$ cat src/rtl/core/isw_pkg.sv
// Package for the interval stopwatch statistics unit: widths, event codes,
// queue entry, divider request/response and back-end state types.
// No dependencies.
package isw_pkg;

    localparam int TIME_W  = 48;
    localparam int COUNT_W = 32;
    localparam int SUM_W   = 64;

    // Divider iteration counter must hold SUM_W itself
    localparam int DIV_CNT_W = $clog2(SUM_W + 1);

    // Queue between front and back end
    localparam int QDEPTH  = 2;
    localparam int QPTR_W  = $clog2(QDEPTH);
    localparam int QCNT_W  = $clog2(QDEPTH + 1);

    // Event codes on the func field
    localparam logic FUNC_START = 1'b0;
    localparam logic FUNC_STOP  = 1'b1;

    // Classified event handed from front to back
    typedef struct packed {
        logic              measure;
        logic [TIME_W-1:0] delta;
    } isw_op_t;

    typedef struct packed {
        logic               start;
        logic [SUM_W-1:0]   dividend;
        logic [COUNT_W-1:0] divisor;
    } isw_div_req_t;

    typedef struct packed {
        logic             done;
        logic [SUM_W-1:0] quotient;
    } isw_div_rsp_t;

    typedef enum logic [3:0] {
        ST_IDLE   = 4'b0001,
        ST_UPDATE = 4'b0010,
        ST_DIVIDE = 4'b0100,
        ST_EMIT   = 4'b1000
    } isw_state_t;

endpackage

$ cat src/rtl/core/isw_if.sv
// Channel interfaces of the interval stopwatch statistics unit.
// Depends on isw_pkg for field widths.
interface isw_evt_if;
    import isw_pkg::*;

    logic              valid;
    logic              ready;
    logic              func;
    logic [TIME_W-1:0] timestamp;

    modport source (output valid, output func, output timestamp, input ready);
    modport sink   (input valid, input func, input timestamp, output ready);
endinterface

interface isw_res_if;
    import isw_pkg::*;

    logic               valid;
    logic               ready;
    logic               measured;
    logic [TIME_W-1:0]  last_interval;
    logic [TIME_W-1:0]  interval_change;
    logic [TIME_W-1:0]  min_interval;
    logic [TIME_W-1:0]  max_interval;
    logic [TIME_W-1:0]  average_interval;
    logic [COUNT_W-1:0] sample_count;

    modport source (
        output valid, output measured, output last_interval, output interval_change,
        output min_interval, output max_interval, output average_interval,
        output sample_count, input ready
    );
    modport sink (
        input valid, input measured, input last_interval, input interval_change,
        input min_interval, input max_interval, input average_interval,
        input sample_count, output ready
    );
endinterface

$ cat src/rtl/core/isw_front.sv
// Front end: accepts events, holds the start time and classifies each item
// into a measure or a no-op entry for the queue. Depends on isw_pkg, isw_if.
module isw_front (
    input  logic            clk,
    input  logic            rst_n,
    isw_evt_if.sink         events,
    input  logic            q_full,
    output logic            q_push,
    output isw_pkg::isw_op_t q_op
);
    import isw_pkg::*;

    logic [TIME_W-1:0] start_reg;

    assign events.ready = !q_full;
    assign q_push       = events.valid && !q_full;

    // A stop measures only while a nonzero start is held
    assign q_op.measure = (events.func == FUNC_STOP) && (start_reg != '0);
    assign q_op.delta   = events.timestamp - start_reg;

    always_ff @(posedge clk or negedge rst_n)
    begin
        if (!rst_n)
        begin
            start_reg <= '0;
        end
        else if (q_push && (events.func == FUNC_START))
        begin
            start_reg <= events.timestamp;
        end
    end

endmodule

$ cat src/rtl/core/isw_fifo.sv
// Short queue of classified items between front and back end.
// Depends on isw_pkg.
module isw_fifo (
    input  logic             clk,
    input  logic             rst_n,
    input  logic             push,
    input  isw_pkg::isw_op_t push_op,
    input  logic             pop,
    output isw_pkg::isw_op_t head_op,
    output logic             full,
    output logic             empty
);
    import isw_pkg::*;

    isw_op_t           mem_reg [QDEPTH];
    logic [QPTR_W-1:0] wr_ptr_reg;
    logic [QPTR_W-1:0] rd_ptr_reg;
    logic [QCNT_W-1:0] cnt_reg;

    assign full    = (cnt_reg == QCNT_W'(QDEPTH));
    assign empty   = (cnt_reg == '0);
    assign head_op = mem_reg[rd_ptr_reg];

    always_ff @(posedge clk)
    begin
        if (push)
        begin
            mem_reg[wr_ptr_reg] <= push_op;
        end
    end

    always_ff @(posedge clk or negedge rst_n)
    begin
        if (!rst_n)
        begin
            wr_ptr_reg <= '0;
            rd_ptr_reg <= '0;
            cnt_reg    <= '0;
        end
        else
        begin
            if (push)
            begin
                wr_ptr_reg <= wr_ptr_reg + 1'b1;
            end
            if (pop)
            begin
                rd_ptr_reg <= rd_ptr_reg + 1'b1;
            end
            case ({push, pop})
                2'b10:   cnt_reg <= cnt_reg + 1'b1;
                2'b01:   cnt_reg <= cnt_reg - 1'b1;
                default: cnt_reg <= cnt_reg;
            endcase
        end
    end

endmodule

$ cat src/rtl/core/isw_div.sv
// Restoring divider, one quotient bit per cycle, for the running average.
// Depends on isw_pkg.
module isw_div (
    input  logic                 clk,
    input  logic                 rst_n,
    input  isw_pkg::isw_div_req_t req,
    output isw_pkg::isw_div_rsp_t rsp
);
    import isw_pkg::*;

    logic [DIV_CNT_W-1:0] cnt_reg;
    logic                 busy_reg;
    logic                 done_reg;
    logic [COUNT_W:0]     rem_reg;
    logic [SUM_W-1:0]     quo_reg;
    logic [COUNT_W-1:0]   divisor_reg;

    logic [COUNT_W:0]     rem_sh;
    logic                 ge;
    logic [COUNT_W:0]     rem_next;
    logic [SUM_W-1:0]     quo_next;

    // Shift in the next dividend bit from the top of the quotient register
    always_comb
    begin
        rem_sh   = {rem_reg[COUNT_W-1:0], quo_reg[SUM_W-1]};
        ge       = (rem_sh >= {1'b0, divisor_reg});
        rem_next = ge ? (rem_sh - {1'b0, divisor_reg}) : rem_sh;
        quo_next = {quo_reg[SUM_W-2:0], ge};
    end

    assign rsp.done     = done_reg;
    assign rsp.quotient = quo_reg;

    always_ff @(posedge clk)
    begin
        if (req.start)
        begin
            rem_reg     <= '0;
            quo_reg     <= req.dividend;
            divisor_reg <= req.divisor;
        end
        else if (busy_reg)
        begin
            rem_reg <= rem_next;
            quo_reg <= quo_next;
        end
    end

    always_ff @(posedge clk or negedge rst_n)
    begin
        if (!rst_n)
        begin
            cnt_reg  <= '0;
            busy_reg <= 1'b0;
            done_reg <= 1'b0;
        end
        else
        begin
            done_reg <= 1'b0;
            if (req.start)
            begin
                cnt_reg  <= DIV_CNT_W'(SUM_W);
                busy_reg <= 1'b1;
            end
            else if (busy_reg)
            begin
                cnt_reg <= cnt_reg - 1'b1;
                if (cnt_reg == DIV_CNT_W'(1))
                begin
                    busy_reg <= 1'b0;
                    done_reg <= 1'b1;
                end
            end
        end
    end

endmodule

$ cat src/rtl/core/isw_back.sv
// Back end: pops classified items, updates the statistics, runs the average
// through the divider and holds the result register. Depends on isw_pkg, isw_if.
module isw_back (
    input  logic                  clk,
    input  logic                  rst_n,
    input  isw_pkg::isw_op_t      q_head,
    input  logic                  q_empty,
    output logic                  q_pop,
    output isw_pkg::isw_div_req_t div_req,
    input  isw_pkg::isw_div_rsp_t div_rsp,
    isw_res_if.source             results
);
    import isw_pkg::*;

    isw_state_t         state_reg;
    isw_state_t         state_next;

    logic [TIME_W-1:0]  delta_reg;
    logic               measured_reg;
    logic [TIME_W-1:0]  cur_reg;
    logic [TIME_W-1:0]  chg_reg;
    logic [TIME_W-1:0]  min_reg;
    logic [TIME_W-1:0]  max_reg;
    logic [SUM_W-1:0]   total_reg;
    logic [COUNT_W-1:0] count_reg;
    logic [TIME_W-1:0]  mean_reg;

    logic [TIME_W-1:0]  chg_next;
    logic [SUM_W-1:0]   total_next;
    logic [COUNT_W-1:0] count_next;
    logic [TIME_W-1:0]  mean_next;
    logic [SUM_W:0]     total_sum;

    logic               out_valid_reg;
    logic               out_measured_reg;
    logic [TIME_W-1:0]  out_last_reg;
    logic [TIME_W-1:0]  out_chg_reg;
    logic [TIME_W-1:0]  out_min_reg;
    logic [TIME_W-1:0]  out_max_reg;
    logic [TIME_W-1:0]  out_avg_reg;
    logic [COUNT_W-1:0] out_count_reg;
    logic               slot_free;

    assign slot_free = !out_valid_reg || results.ready;

    always_comb
    begin
        chg_next   = (cur_reg < delta_reg) ? (delta_reg - cur_reg) : (cur_reg - delta_reg);
        // Saturate the sum, hold the count at its maximum
        total_sum  = {1'b0, total_reg} + {{(SUM_W + 1 - TIME_W){1'b0}}, delta_reg};
        total_next = total_sum[SUM_W] ? '1 : total_sum[SUM_W-1:0];
        count_next = (count_reg != '1) ? (count_reg + 1'b1) : count_reg;
        mean_next  = (div_rsp.quotient[SUM_W-1:TIME_W] != '0) ? '1
                                                               : div_rsp.quotient[TIME_W-1:0];
    end

    always_comb
    begin
        state_next       = state_reg;
        q_pop            = 1'b0;
        div_req.start    = 1'b0;
        div_req.dividend = total_next;
        div_req.divisor  = count_next;
        case (state_reg)
            ST_IDLE:
            begin
                if (!q_empty)
                begin
                    q_pop      = 1'b1;
                    state_next = q_head.measure ? ST_UPDATE : ST_EMIT;
                end
            end
            ST_UPDATE:
            begin
                div_req.start = 1'b1;
                state_next    = ST_DIVIDE;
            end
            ST_DIVIDE:
            begin
                if (div_rsp.done)
                begin
                    state_next = ST_EMIT;
                end
            end
            ST_EMIT:
            begin
                if (slot_free)
                begin
                    state_next = ST_IDLE;
                end
            end
            default:
            begin
                state_next = ST_IDLE;
            end
        endcase
    end

    always_ff @(posedge clk or negedge rst_n)
    begin
        if (!rst_n)
        begin
            state_reg     <= ST_IDLE;
            measured_reg  <= 1'b0;
            cur_reg       <= '0;
            chg_reg       <= '0;
            min_reg       <= '1;
            max_reg       <= '0;
            total_reg     <= '0;
            count_reg     <= '0;
            mean_reg      <= '0;
            out_valid_reg <= 1'b0;
        end
        else
        begin
            state_reg <= state_next;
            if (q_pop)
            begin
                measured_reg <= q_head.measure;
            end
            if (state_reg == ST_UPDATE)
            begin
                chg_reg   <= chg_next;
                cur_reg   <= delta_reg;
                total_reg <= total_next;
                count_reg <= count_next;
                if (delta_reg < min_reg)
                begin
                    min_reg <= delta_reg;
                end
                if (delta_reg > max_reg)
                begin
                    max_reg <= delta_reg;
                end
            end
            if ((state_reg == ST_DIVIDE) && div_rsp.done)
            begin
                mean_reg <= mean_next;
            end
            if ((state_reg == ST_EMIT) && slot_free)
            begin
                out_valid_reg <= 1'b1;
            end
            else if (results.ready)
            begin
                out_valid_reg <= 1'b0;
            end
        end
    end

    always_ff @(posedge clk)
    begin
        if (q_pop)
        begin
            delta_reg <= q_head.delta;
        end
        // Snapshot the statistics into the result register
        if ((state_reg == ST_EMIT) && slot_free)
        begin
            out_measured_reg <= measured_reg;
            out_last_reg     <= cur_reg;
            out_chg_reg      <= chg_reg;
            out_min_reg      <= min_reg;
            out_max_reg      <= max_reg;
            out_avg_reg      <= mean_reg;
            out_count_reg    <= count_reg;
        end
    end

    assign results.valid            = out_valid_reg;
    assign results.measured         = out_measured_reg;
    assign results.last_interval    = out_last_reg;
    assign results.interval_change  = out_chg_reg;
    assign results.min_interval     = out_min_reg;
    assign results.max_interval     = out_max_reg;
    assign results.average_interval = out_avg_reg;
    assign results.sample_count     = out_count_reg;

endmodule

$ cat src/rtl/core/interval_stopwatch_statistics_unit.sv
// Channel   Dir  Handshake     Payload
// events    in   valid/ready   func, timestamp
// results   out  valid/ready   measured, last_interval, interval_change,
//                              min_interval, max_interval, average_interval,
//                              sample_count
//
// A start, or a stop that records nothing, goes from the queue straight to the
// result register. A measuring stop also waits for the bit-serial divider
// that forms the average; the back end handles one item at a time. A
// two-entry queue lets the front accept items while the back end divides;
// events.ready drops only on a full queue, which a held result can cause.
// Reset is asynchronous, active low, and clears all statistics at once.
// Top level of the interval stopwatch statistics unit.
// Depends on isw_pkg, isw_if, isw_front, isw_fifo, isw_div, isw_back.
module interval_stopwatch_statistics_unit (
    input  logic      clk,
    input  logic      rst_n,
    isw_evt_if.sink   events,
    isw_res_if.source results
);
    import isw_pkg::*;

    logic         q_push;
    logic         q_pop;
    logic         q_full;
    logic         q_empty;
    isw_op_t      push_op;
    isw_op_t      head_op;
    isw_div_req_t div_req;
    isw_div_rsp_t div_rsp;

    isw_front u_front (
        .clk    (clk),
        .rst_n  (rst_n),
        .events (events),
        .q_full (q_full),
        .q_push (q_push),
        .q_op   (push_op)
    );

    isw_fifo u_fifo (
        .clk     (clk),
        .rst_n   (rst_n),
        .push    (q_push),
        .push_op (push_op),
        .pop     (q_pop),
        .head_op (head_op),
        .full    (q_full),
        .empty   (q_empty)
    );

    isw_div u_div (
        .clk   (clk),
        .rst_n (rst_n),
        .req   (div_req),
        .rsp   (div_rsp)
    );

    isw_back u_back (
        .clk     (clk),
        .rst_n   (rst_n),
        .q_head  (head_op),
        .q_empty (q_empty),
        .q_pop   (q_pop),
        .div_req (div_req),
        .div_rsp (div_rsp),
        .results (results)
    );

endmodule

$ cat src/flat_wrapper.sv
// flat-port wrapper written by rule: the top's interface ports become plain ports
module interval_stopwatch_statistics_unit_flat import isw_pkg::*;
  (clk, rst_n, events_valid, events_func, events_timestamp, events_ready, results_valid, results_measured, results_last_interval, results_interval_change, results_min_interval, results_max_interval, results_average_interval, results_sample_count, results_ready);
  isw_evt_if events_i ();
  isw_res_if results_i ();
  input  logic clk;
  input  logic rst_n;
  input wire logic [$bits(events_i.valid)-1:0] events_valid;
  input wire logic [$bits(events_i.func)-1:0] events_func;
  input wire logic [$bits(events_i.timestamp)-1:0] events_timestamp;
  output wire logic [$bits(events_i.ready)-1:0] events_ready;
  output wire logic [$bits(results_i.valid)-1:0] results_valid;
  output wire logic [$bits(results_i.measured)-1:0] results_measured;
  output wire logic [$bits(results_i.last_interval)-1:0] results_last_interval;
  output wire logic [$bits(results_i.interval_change)-1:0] results_interval_change;
  output wire logic [$bits(results_i.min_interval)-1:0] results_min_interval;
  output wire logic [$bits(results_i.max_interval)-1:0] results_max_interval;
  output wire logic [$bits(results_i.average_interval)-1:0] results_average_interval;
  output wire logic [$bits(results_i.sample_count)-1:0] results_sample_count;
  input wire logic [$bits(results_i.ready)-1:0] results_ready;
  assign events_i.valid = events_valid;
  assign events_i.func = events_func;
  assign events_i.timestamp = events_timestamp;
  assign events_ready = events_i.ready;
  assign results_valid = results_i.valid;
  assign results_measured = results_i.measured;
  assign results_last_interval = results_i.last_interval;
  assign results_interval_change = results_i.interval_change;
  assign results_min_interval = results_i.min_interval;
  assign results_max_interval = results_i.max_interval;
  assign results_average_interval = results_i.average_interval;
  assign results_sample_count = results_i.sample_count;
  assign results_i.ready = results_ready;
  interval_stopwatch_statistics_unit u_core (.clk(clk), .rst_n(rst_n), .events(events_i), .results(results_i));
endmodule
$ cat config.mk
export PLATFORM = sky130hd
export DESIGN_NAME = interval_stopwatch_statistics_unit_flat
export DESIGN_NICKNAME = d
export VERILOG_FILES = /design/src/rtl/core/isw_pkg.sv /design/src/rtl/core/isw_if.sv /design/src/rtl/core/isw_front.sv /design/src/rtl/core/isw_fifo.sv /design/src/rtl/core/isw_div.sv /design/src/rtl/core/isw_back.sv /design/src/rtl/core/interval_stopwatch_statistics_unit.sv /design/src/flat_wrapper.sv
export SDC_FILE = /design/constraint.sdc
export NUM_CORES = 2
export LEC_CHECK = 0
export BUFFER_PORTS_ARGS = -buffer_cell sky130_fd_sc_hd__buf_2
export CAP_MARGIN = 20
export CORE_MARGIN = 2
export CORE_UTILIZATION = 49
export DETAILED_ROUTE_END_ITERATION = 6
export PLACE_DENSITY = 0.67
export SYNTH_ARGS = -nofsm -noshare
export SYNTH_HDL_FRONTEND = slang
export SYNTH_SLANG_ARGS = --single-unit
$ cat constraint.sdc
create_clock -name clk -period 18.8 [get_ports clk]
set_clock_uncertainty 0.1 [all_clocks]
set_input_delay 1.88 -clock clk [delete_from_list [all_inputs] [get_ports clk]]
set_output_delay 1.88 -clock clk [all_outputs]
set_load 0.03 [all_outputs]
==> flow_metrics.env <==
export IMPL_synth_warnings=0
export IMPL_p_int_uw=6390
export IMPL_reg2reg_from="u_core.u_back.delta_reg[4]"
export IMPL_ant_nets=0
export IMPL_stdcell_area_sq_mm=0.0551
export IMPL_post_cts_resized=0
export IMPL_drive_gt1_frac=0.140
export IMPL_dp_cells=5980
export IMPL_p_sw_frac=0.444
export IMPL_ctsHtreeMaxLevel=3
export IMPL_wl_per_cell_um=21.9
export IMPL_hold_path_end="u_core.u_back.results.interval_change[27]"
export IMPL_avgSynthCellArea_sq_um=10.9
export IMPL_max_stage_delay_ns=0.65
export IMPL_min_from="u_core.u_back.chg_reg[27]"
export IMPL_hold_viol_final=0
export IMPL_antenna_found_initial=4
export IMPL_p_seq_frac=0.332
export IMPL_vias=35500
export IMPL_overflow=0
export IMPL_largest_register_ffs=98
export IMPL_crit_chain="inv_1, ha_1, nand3_1, a21oi_1, o21ai_1, a2111oi_2, o21ai_1, nand3_2, buf_4, mux2i_1, nand4_1, or3_1, nand3_1"
export IMPL_max_vdd_ir_drop_mv=0.111
export IMPL_netlist_area_sq_mm=0.0490
export IMPL_gp_congestion=0.983
export IMPL_grt_pass1_vias=34300
export IMPL_final_cell_mix="515 x edfxtp_1, 375 x nor2_1, 364 x nand2_1"
export IMPL_area_growth_pct=12.4
export IMPL_power_switching_uw=5100
export IMPL_fin_setup_tns_ns=0
export IMPL_boundaryPins=328
export IMPL_insertion_delay_ns=0.71
export IMPL_die_area_sq_mm=0.103
export IMPL_grt_max_degree=161
export IMPL_core_area_sq_mm=0.0997
export IMPL_p_leak_uw=0.0236
export IMPL_critPathRequiredTime_ns=19.32
export IMPL_whs_ns=0.345
export IMPL_cts_tree="built"
export IMPL_worst_slack_ns=13.79
export IMPL_regToRegSetupSlack_ns=13.79
export IMPL_cts_setup_buffers=0
export IMPL_cts_hold_buffers=0
export IMPL_relSlewSlack=0.302
export IMPL_dp_hpwl_um=101000
export IMPL_synthCells=4513
export IMPL_arrival_ns=5.53
export IMPL_clock_path_buffers=3
export IMPL_drt_total_wl_um=135000
export IMPL_synth_edf_count=515
export IMPL_ys_ff_latch=950
export IMPL_place_area_sq_mm=0.0518
export IMPL_finalNonFillerCells=6172
export IMPL_grt_use_total=0.262
export IMPL_fin_crit_sh=0.266
export IMPL_cts_buffers=101
export IMPL_pwr_share_clk=0.175
export IMPL_crit_type="reg2reg"
export IMPL_crit_slowest_cell="a2111oi_2"
export IMPL_start_kind="register"
export IMPL_worst_slew_pin_slew_ns=1.04
export IMPL_r2r_end="u_core.u_back.chg_reg[46]"
export IMPL_fmax_mhz=200
export IMPL_crit_fanout=48
export IMPL_endpoint_kind="register"
export IMPL_clock_root_buffer="clkbuf_16"
export IMPL_io_buffers=327
export IMPL_cts_sinks=950
export IMPL_layout_commonest_cell="edfxtp_1"
export IMPL_post_place_ws_ns=13.51
export IMPL_die_width_um=320
export IMPL_synth_net_count=4892
export IMPL_async_flop_share=0.424
export IMPL_drcViolationCount=0
export IMPL_vias_per_cell=5.76
export IMPL_fin_crit_ns=5.01
export IMPL_path_clk_slew_ns=0.06
export IMPL_power_density_mw_per_mm2=208
export IMPL_rsz0062_at_grt="no"
export IMPL_start_util=0.492
export IMPL_grt_pass1_wl_um=207000
export IMPL_status="complete, no violations"
export IMPL_diodes=0
export IMPL_synth_seq_area_share=0.535
export IMPL_fp_row_count=116
export IMPL_drv_cap=0
export IMPL_final_max_slew_violation_count=0
export IMPL_synth_main_ff_cell="edfxtp_1"
export IMPL_hold_path_depth=0
export IMPL_ys_types=94
export IMPL_reg2reg_depth=13
export IMPL_hp_class="reg2reg"
export IMPL_pwr_share_comb=0.493
export IMPL_fp_dieH_um=320
export IMPL_first_pass_iters=6
export IMPL_setup_viol=0
export IMPL_drtIter0Drc=3179
export IMPL_finish_net_count=5164
Yosys cell counts, types with 43 or more instances:
master	instances	area, sq um
edfxtp_1	515	15500
nor2_1	378	1420
nand2_1	364	1370
dfrtp_1	354	8860
a21oi_1	339	1700
ha_1	321	4020
inv_1	321	1200
o21ai_0	300	1500
xnor2_1	143	1250
a21o_1	135	1010
clkbuf_1	124	465
mux2i_1	121	1210
xor2_1	94	823
nand3_1	77	385
nand4_1	74	463
mux2_2	57	642
o21a_1	57	428
o22a_1	56	490
dfstp_2	49	1290
and3_1	46	288
a211oi_1	43	323
cell families (layout without fill, tap and decap cells):
group | after synthesis | count (layout) | share of synthesized area
xor gates and xnor gates | 237 | 237 | 0.0423
muxes | 178 | 178 | 0.0378
and+or+nand+nor | 1124 | 1124 | 0.104
AOI/OAI and AO/OA | 1187 | 1187 | 0.155
DFF | 950 | 950 | 0.535
buffers and inverters | 511 | 872 | 0.0415
adders and majority gates | 326 | 326 | 0.0839
worst max path at each step:
stage,slack [ns],depth (start not counted),startpoint,to
after CTS,13.82,13,u_core.u_back.delta_reg[0],u_core.u_back.chg_reg[46]
after global placement,13.60,12,events_timestamp[15],u_core.u_fifo.mem_reg[0][41]
after floorplan,4.58,2,results_ready,u_core.u_back.results.average_interval[0]
after global routing,13.47,13,u_core.u_back.delta_reg[0],u_core.u_back.chg_reg[46]
final,13.79,13,u_core.u_back.delta_reg[4],u_core.u_back.chg_reg[46]
after detailed placement,13.51,12,events_timestamp[14],u_core.u_fifo.mem_reg[0][41]
power groups by stage:
stage / sequential (uW) / clock (uW) / combinational, uW
floorplan: 3630 / 0 / 4040
global placement: 3820 / 0 / 5520
detailed placement: 3830 / 0 / 5550
CTS: 3800 / 2050 / 5590
global route: 3870 / 2130 / 6260
finish: 3820 / 2010 / 5660
critical path, delay by kind of cell, from the launching register on:
family | cells | cell delay [ns]
AOI/OAI and AO/OA | 4 | 1.23
adders and majority gates | 1 | 0.52
buffers and inverters | 2 | 0.78
DFF | 1 | 0.64
muxes | 1 | 0.62
and+or+nand+nor | 5 | 1.00
layout make-up:
type / count / area [sq um]
sequential: 950 / 26300
clock inverter: 63 / 619
clock buffer: 129 / 2720
multi-input combinational: 3052 / 20800
timing repair buffer: 358 / 1890
inverter: 322 / 1220
fill: 8529 / 44600
tap: 1298 / 1620
metrics by stage:
step	utilization	power [uW]
after floorplan	-	7670
after global placement	0.520	9330
after detailed placement	0.520	9380
after CTS	0.553	11400
after global routing	0.553	12300
final	0.553	11500
layer usage:
metal,share of wire,wire (um),global-route usage,up-vias
met5,0.000052,7,0,-
met4,0.039,5310,0.0983,2
met3,0.059,8030,0.0391,218
met2,0.44,59800,0.397,1076
met1,0.46,62000,0.381,17400
li1,-,-,-,16800
No activity file was read; power rests on OpenSTA's default activity.
